$ cat src/rtl/lse_pkg.sv
package lse_pkg;

    localparam int VAL_W   = 24;
    localparam int TAB_LEN = 29;
    localparam int TAB_IW  = 5;

    localparam logic signed [VAL_W-1:0] VAL_MIN = 24'sh800000;
    localparam logic signed [VAL_W-1:0] VAL_MAX = 24'sh7FFFFF;

    // exp(-2^-24) in Q0.62, seed of the squaring chain
    localparam logic [61:0] TAB0    = 62'h3FFF_FFC0_0000_2000;
    localparam logic [62:0] Q62_ONE = 63'h4000_0000_0000_0000;
    localparam logic [63:0] LN2_Q64 = 64'hB172_17F7_D1CF_79AC;

    // multiplier operand select
    localparam logic [1:0] MS_TAB = 2'd0;
    localparam logic [1:0] MS_EXP = 2'd1;
    localparam logic [1:0] MS_SQ  = 2'd2;
    localparam logic [1:0] MS_LN  = 2'd3;

    typedef struct packed {
        logic signed [VAL_W-1:0] log_value;
        logic                    value_is_zero;
        logic                    last_term;
    } t_term_beat;

    typedef struct packed {
        logic signed [VAL_W-1:0] sum_value;
        logic                    sum_is_zero;
    } t_result_beat;

    typedef struct packed {
        logic              in_ready;
        logic              mul_start;
        logic [1:0]        mul_sel;
        logic [TAB_IW-1:0] tab_idx;
        logic [TAB_IW-1:0] bit_idx;
        logic              tab_wr;
        logic              rd_en;
        logic              term_load;
        logic              acc_upd;
        logic              sum_clr;
        logic              sum_add;
        logic              norm_load;
        logic              norm_shift;
        logic              sq_upd;
        logic              res_load;
        logic              res_zero;
    } t_cmd;

    typedef struct packed {
        logic in_fire;
        logic in_last;
        logic nz_zero;
        logic idx_last;
        logic d_big;
        logic d_bit;
        logic mul_done;
        logic m_norm;
        logic out_free;
    } t_sts;

endpackage

$ cat src/rtl/lse_ctrl.sv
module lse_ctrl #(
    parameter int MAX_TERMS = 64,
    parameter int FRAC_BITS = 16
) (
    input  logic                         i_clk,
    input  logic                         i_rst_n,
    input  lse_pkg::t_sts                i_sts,
    output lse_pkg::t_cmd                o_cmd,
    output logic [$clog2(MAX_TERMS)-1:0] o_rd_addr
);
    import lse_pkg::*;

    localparam int ADDR_W = $clog2(MAX_TERMS);
    localparam logic [TAB_IW-1:0] BIT_END = TAB_IW'(FRAC_BITS + 5);
    localparam logic [4:0] TAB_LAST = 5'(TAB_LEN - 2);

    localparam logic [3:0] S_TB_START = 4'd0;
    localparam logic [3:0] S_TB_WAIT  = 4'd1;
    localparam logic [3:0] S_LOAD     = 4'd2;
    localparam logic [3:0] S_CHECK    = 4'd3;
    localparam logic [3:0] S_RD       = 4'd4;
    localparam logic [3:0] S_TERM     = 4'd5;
    localparam logic [3:0] S_SCAN     = 4'd6;
    localparam logic [3:0] S_EWAIT    = 4'd7;
    localparam logic [3:0] S_NEXT     = 4'd8;
    localparam logic [3:0] S_NORM     = 4'd9;
    localparam logic [3:0] S_SQ_START = 4'd10;
    localparam logic [3:0] S_SQ_WAIT  = 4'd11;
    localparam logic [3:0] S_LN_START = 4'd12;
    localparam logic [3:0] S_LN_WAIT  = 4'd13;
    localparam logic [3:0] S_DONE     = 4'd14;

    logic [3:0]        r_state, n_state;
    logic [ADDR_W-1:0] r_idx, n_idx;
    logic [TAB_IW-1:0] r_bit, n_bit;
    logic [4:0]        r_cnt, n_cnt;
    logic              r_zero, n_zero;

    always_comb begin
        n_state = r_state;
        n_idx   = r_idx;
        n_bit   = r_bit;
        n_cnt   = r_cnt;
        n_zero  = r_zero;
        o_cmd   = '0;
        o_cmd.tab_idx = r_cnt;
        o_cmd.bit_idx = r_bit;
        case (r_state)
            S_TB_START: begin
                o_cmd.mul_sel   = MS_TAB;
                o_cmd.mul_start = 1'b1;
                n_state         = S_TB_WAIT;
            end
            S_TB_WAIT: begin
                o_cmd.mul_sel = MS_TAB;
                if (i_sts.mul_done) begin
                    o_cmd.tab_wr = 1'b1;
                    if (r_cnt == TAB_LAST) begin
                        n_state = S_LOAD;
                    end else begin
                        n_cnt   = r_cnt + 5'd1;
                        n_state = S_TB_START;
                    end
                end
            end
            S_LOAD: begin
                o_cmd.in_ready = 1'b1;
                if (i_sts.in_fire && i_sts.in_last) begin
                    n_state = S_CHECK;
                end
            end
            S_CHECK: begin
                n_idx         = '0;
                o_cmd.sum_clr = 1'b1;
                if (i_sts.nz_zero) begin
                    n_zero  = 1'b1;
                    n_state = S_DONE;
                end else begin
                    n_zero  = 1'b0;
                    n_state = S_RD;
                end
            end
            S_RD: begin
                o_cmd.rd_en = 1'b1;
                n_state     = S_TERM;
            end
            S_TERM: begin
                o_cmd.term_load = 1'b1;
                n_bit           = '0;
                n_state         = S_SCAN;
            end
            S_SCAN: begin
                o_cmd.mul_sel = MS_EXP;
                if (i_sts.d_big) begin
                    n_state = S_NEXT;
                end else if (r_bit == BIT_END) begin
                    o_cmd.sum_add = 1'b1;
                    n_state       = S_NEXT;
                end else if (i_sts.d_bit) begin
                    o_cmd.mul_start = 1'b1;
                    n_state         = S_EWAIT;
                end else begin
                    n_bit = r_bit + TAB_IW'(1);
                end
            end
            S_EWAIT: begin
                o_cmd.mul_sel = MS_EXP;
                if (i_sts.mul_done) begin
                    o_cmd.acc_upd = 1'b1;
                    n_bit         = r_bit + TAB_IW'(1);
                    n_state       = S_SCAN;
                end
            end
            S_NEXT: begin
                if (i_sts.idx_last) begin
                    o_cmd.norm_load = 1'b1;
                    n_state         = S_NORM;
                end else begin
                    n_idx   = r_idx + ADDR_W'(1);
                    n_state = S_RD;
                end
            end
            S_NORM: begin
                if (i_sts.m_norm) begin
                    n_cnt   = '0;
                    n_state = S_SQ_START;
                end else begin
                    o_cmd.norm_shift = 1'b1;
                end
            end
            S_SQ_START: begin
                o_cmd.mul_sel   = MS_SQ;
                o_cmd.mul_start = 1'b1;
                n_state         = S_SQ_WAIT;
            end
            S_SQ_WAIT: begin
                o_cmd.mul_sel = MS_SQ;
                if (i_sts.mul_done) begin
                    o_cmd.sq_upd = 1'b1;
                    n_cnt        = r_cnt + 5'd1;
                    n_state      = (r_cnt == 5'd31) ? S_LN_START : S_SQ_START;
                end
            end
            S_LN_START: begin
                o_cmd.mul_sel   = MS_LN;
                o_cmd.mul_start = 1'b1;
                n_state         = S_LN_WAIT;
            end
            S_LN_WAIT: begin
                o_cmd.mul_sel = MS_LN;
                if (i_sts.mul_done) begin
                    n_state = S_DONE;
                end
            end
            S_DONE: begin
                o_cmd.mul_sel  = MS_LN;
                o_cmd.res_zero = r_zero;
                if (i_sts.out_free) begin
                    o_cmd.res_load = 1'b1;
                    n_state        = S_LOAD;
                end
            end
            default: begin
                n_state = S_LOAD;
            end
        endcase
    end

    always_ff @(posedge i_clk) begin
        if (!i_rst_n) begin
            r_state <= S_TB_START;
            r_idx   <= '0;
            r_bit   <= '0;
            r_cnt   <= '0;
            r_zero  <= 1'b0;
        end else begin
            r_state <= n_state;
            r_idx   <= n_idx;
            r_bit   <= n_bit;
            r_cnt   <= n_cnt;
            r_zero  <= n_zero;
        end
    end

    assign o_rd_addr = r_idx;
endmodule

$ cat config.mk
export PLATFORM = sky130hd
export DESIGN_NAME = lse_ctrl
export DESIGN_NICKNAME = d
export VERILOG_FILES = /design/src/rtl/lse_pkg.sv /design/src/rtl/lse_ctrl.sv
export SDC_FILE = /design/constraint.sdc
export NUM_CORES = 1
export LEC_CHECK = 0
export ABC_AREA = 1
export BUFFER_PORTS_ARGS = -buffer_cell sky130_fd_sc_hd__buf_2
export CAP_MARGIN = 25
export CORE_UTILIZATION = 45
export DETAILED_ROUTE_END_ITERATION = 8
export PLACE_DENSITY = 0.78
export SLEW_MARGIN = 15
export SYNTH_ARGS = -nofsm -noshare
export SYNTH_HDL_FRONTEND = slang
export SYNTH_SLANG_ARGS = --single-unit
export TNS_END_PERCENT = 50
$ cat constraint.sdc
create_clock -name i_clk -period 2 [get_ports i_clk]
set_input_delay 0.4 -clock i_clk [delete_from_list [all_inputs] [get_ports i_clk]]
set_output_delay 0.4 -clock i_clk [all_outputs]
set_load 0.03 [all_outputs]
Yosys cells after proc, flatten, opt, wreduce, memory -nomap -nowiden
Cells that the tools add are included.
Storage, ports and cells
  input port bits: 11
  logic and storage cells: 101
  output and inout port bits: 31
  register bits: 21
Cells by class
  multiplexer cells: 50
  add/subtract/negate cells: 3
  equality and inequality tests: 30
  reductions and logical operators: 13
Operators by type and width (number)
  4-bit case mux with 15 select lines: 1
  4-bit 2-to-1 mux: 12
  5-bit 2-to-1 mux: 8
  5-bit case mux with 3 select lines: 2
  4-bit == test (second input constant): 7
  2-bit != test (second input constant): 12
  1-bit 2-to-1 mux: 20
  4-bit by 3-bit == test with 1-bit output (second input constant): 4
  5-bit == test (second input constant): 3
  6-bit case mux with 2 select lines: 1
  5-bit by 1-bit adder with 5-bit output (second input constant): 2
  5-bit AND reduction: 2
  4-bit by 2-bit == test with 1-bit output (second input constant): 2
  8-bit AND reduction: 1
  6-bit by 1-bit adder with 6-bit output (second input constant): 1
  6-bit 2-to-1 mux: 1
  2-bit case mux with 3 select lines: 1
  3-bit nonzero test: 2
  3-bit OR reduction: 2
  4-bit by 1-bit == test with 1-bit output (second input constant): 1
  4-bit zero test: 1
  2-bit 2-to-1 mux: 2
  4-bit != test (second input constant): 1
  2-bit OR reduction: 2
  other kinds (5): 5

Depth between registers and ports, before layout
  depth after elaboration: 5
  mapped depth: 11

Worst setup path before layout
Ideal clock, no wire load.
  kind: reg2out
  start: register r_bit[1]
  end: output port o_cmd[23] in the netlist's numbering
  slack: -0.116 ns
  buffers on the path: 0
  stages on the path, launching flop included: 6
  data arrival time: 1.716 ns
  cells stage by stage: dfxtp_1 > inv_1 > ha_1 > nand2_1 > o21ai_0 > o31ai_1
RTL lines
  from (decl): line lse_ctrl.sv:35  | logic [TAB_IW-1:0] r_bit, n_bit;
  from (signal assigned): line lse_ctrl.sv:179  | r_bit <= n_bit;
  to (decl): line lse_ctrl.sv:8  | output lse_pkg::t_cmd o_cmd,

==> impl_metrics.yaml <==
cts:
  holdBufCountCts: 0
  clockBufferDepth: 2
  numClockSinks: 21
  htree_num_levels: 1
  cts_tree: "built"
  numCtsBuffers: 3
  cts_root_buf: "clkbuf_4"
  clock_latency_ns: 0.30
  path_clk_slew_ns: 0.12
  post_cts_buffers: 0
sta:
  fin_crit_sh_pct: 96.4
  setup_ws_ns: 0.0718
  fin_crit_ns: 1.93
  setup_viol: 0
  max_slew_margin_pct: 69.6
  hold_viol_final: 0
  slew_viol_final: 0
  fin_skew_ns: 0.00491
  timing.fmax_mhz: 519
  tightest_slew_ns: 0.455
global_route:
  antenna_found_initial: 0
  grt_pass1_vias: 1495
  grt_first_pass_wirelength_um: 6420
  grt_overflow: 0
  grt_usage_pct: 22.7
  grt_start_max_net_pins: 15
placed_design:
  dpl.hpwl_um: 3100
  dpl.cell_count: 337
  dp_slack_ns: 0.264
  placed_cell_area_um2: 1830
  io_buffers: 41
  gp_congestion: 0.942
critical_path:
  critical_path.max_stage_delay_ns: 0.43
  slowest_stage: "dfxtp_2"
  end_kind: "output pin"
  cp.arrival_ns: 1.53
  crit_path_max_fanout: 6
  cp_cell_sequence: "inv_2, nor2_4, nand2_2, o31ai_2, buf_4"
  start_kind: "flop"
  critPathKind: "reg2out"
  required_ns: 1.60
yosys:
  yosys_warnings: 0
  synthArstFlopShare_pct: 0
  syn_nets: 268
  synth_top_family_by_area: "simple AND/OR/NAND/NOR gates"
  synthCells: 252
  syn_area_um2: 1580
  synth_compound_area_share_pct: 9.36
  syn_avg_cell_area_um2: 6.26
  synth-xor-area-share_pct: 2.78
  ys.flop_type: "dfxtp_1"
  synth_fa_ha_area_share_pct: 3.97
  synth_mux_area_share_pct: 0
  yosysSeqAreaShare_pct: 26.6
  yosysUniqueCellTypes: 32
  synthSimpleGateAreaFrac_pct: 48.7
  synth_edf_count: 0
  ys_seq_elements: 21
final_layout:
  stdcell_area_um2: 1880
  area_growth_pct: 19.4
  layout_commonest_cell: "nand2_1"
  fin_nets: 312
  final_cell_mix: "nand2_1, nor2_1, buf_2"
  antenna_cells: 0
  final_util_pct: 56.5
  final-instance-count-excl-fill: 341
  drive_above_1_share_pct: 27.8
routing:
  wl_per_cell_um: 11.8
  via_per_inst: 5.16
  vias: 1759
  final_antenna_net_count: 0
  drtIter0Drc: 123
  drc: 0
  drt-total-wl_um: 4020
  dr.pass1.iters: 5
worst_hold_path:
  hold_class: "in2reg"
status:
  status: "complete, no violations"
run:
  maxCapViolations: 0
die:
  initial_core_util_pct: 47.3
  die_h_um: 61.2
  die_x_um: 61.2
  io_pins: 42
  rows: 21
  dieArea_um2: 3750
  coreArea_um2: 3340
power_and_ir_drop:
  power_w: 0.00161
  p_leak_nw: 0.925
  p_per_area_nw_per_um2: 853
  ir_drop_v: 0.000570
-- final timing paths --
| path | startpoint | endpoint | slack (ns) | cells after the start |
|---|---|---|---|---|
| max | r_state[2] | o_cmd[23] | 0.07 | 5 |
| min | i_rst_n | r_state[2] | 0.39 | 3 |
| max reg2reg | r_cnt[0] | r_state[1] | 0.44 | 11 |
| min reg2reg | r_zero | r_zero | 0.49 | 2 |
-- flip-flops by register name, summed over array words and instances (netlist names) --
signal and cells:
r_bit 5, o_rd_addr 6, r_zero 1, r_state 4
r_cnt 5
-- logic make-up (layout without fill, tap and decap cells) --
family	Yosys count	after routing
adder cells (fa/ha/maj)	5	5
buffers and inverters	34	77
AO/OA/AOI/OAI	26	26
XOR/XNOR	5	5
flip-flops	21	21
AND/OR/NAND/NOR	161	161
-- stage by stage --
step           hold slack, ns    TNS, ns
2_1_floorplan           0.447          0
3_3_place_gp            0.466          0
3_5_place_dp            0.471          0
4_1_cts                 0.374          0
5_1_grt                 0.380  -0.000332
6_report                0.388          0
-- Yosys cell counts (2+ instances only) --
cell	count	area share, %
a21oi_1	13	4.1
a21oi_2	2	1.1
dfxtp_1	21	27
ha_1	5	4.0
inv_1	26	6.2
inv_2	5	1.2
nand2_1	62	15
nand2_2	6	2.4
nand2_4	3	2.1
nand3_1	23	7.3
nand3_2	3	1.9
nand4_1	3	1.2
nor2_1	45	11
nor2_2	3	1.2
nor2_4	4	2.9
nor3_1	3	0.95
o21ai_0	6	1.9
o22ai_1	2	0.79
xor2_1	4	2.2
-- power breakdown --
part	internal [W]	switching [W]	leakage (nW)
Combinational	0.000258	0.000589	0.737
Sequential	0.000476	0.0000785	0.173
Clock	0.0000777	0.000129	0.0150
-- repair_timing --
| action | 4_1_cts | 5_1_grt |
|---|---|---|
| gates resized for setup | 5 | 10 |
| setup endpoints to repair | 2 | 5 |
| pin swaps | 0 | 0 |
-- critical path, delay by kind of cell (launching register included) --
family,cells,cell delay [ns]
AOI/OAI and AO/OA,1,0.25
buffers and inverters,2,0.29
DFF,1,0.43
and+or+nand+nor,2,0.26
-- cell type report --
| class | count | area, um2 |
|---|---|---|
| clock buffers | 4 | 26.3 |
| fillers | 343 | 1450 |
| inverters | 32 | 120 |
| multi-input cells | 197 | 1040 |
| flip-flops and latches | 21 | 433 |
| well taps | 46 | 57.6 |
| repair buffers | 41 | 210 |
-- layer usage --
layer	wire length (um)	GRT usage [%]	part of all wire, %
met4	112	9.42	2.8
met1	1930	31.1	48
met5	0	0	0
met2	1680	35.1	42
met3	289	3.99	7.2
Power figures use the tool's default switching activity.
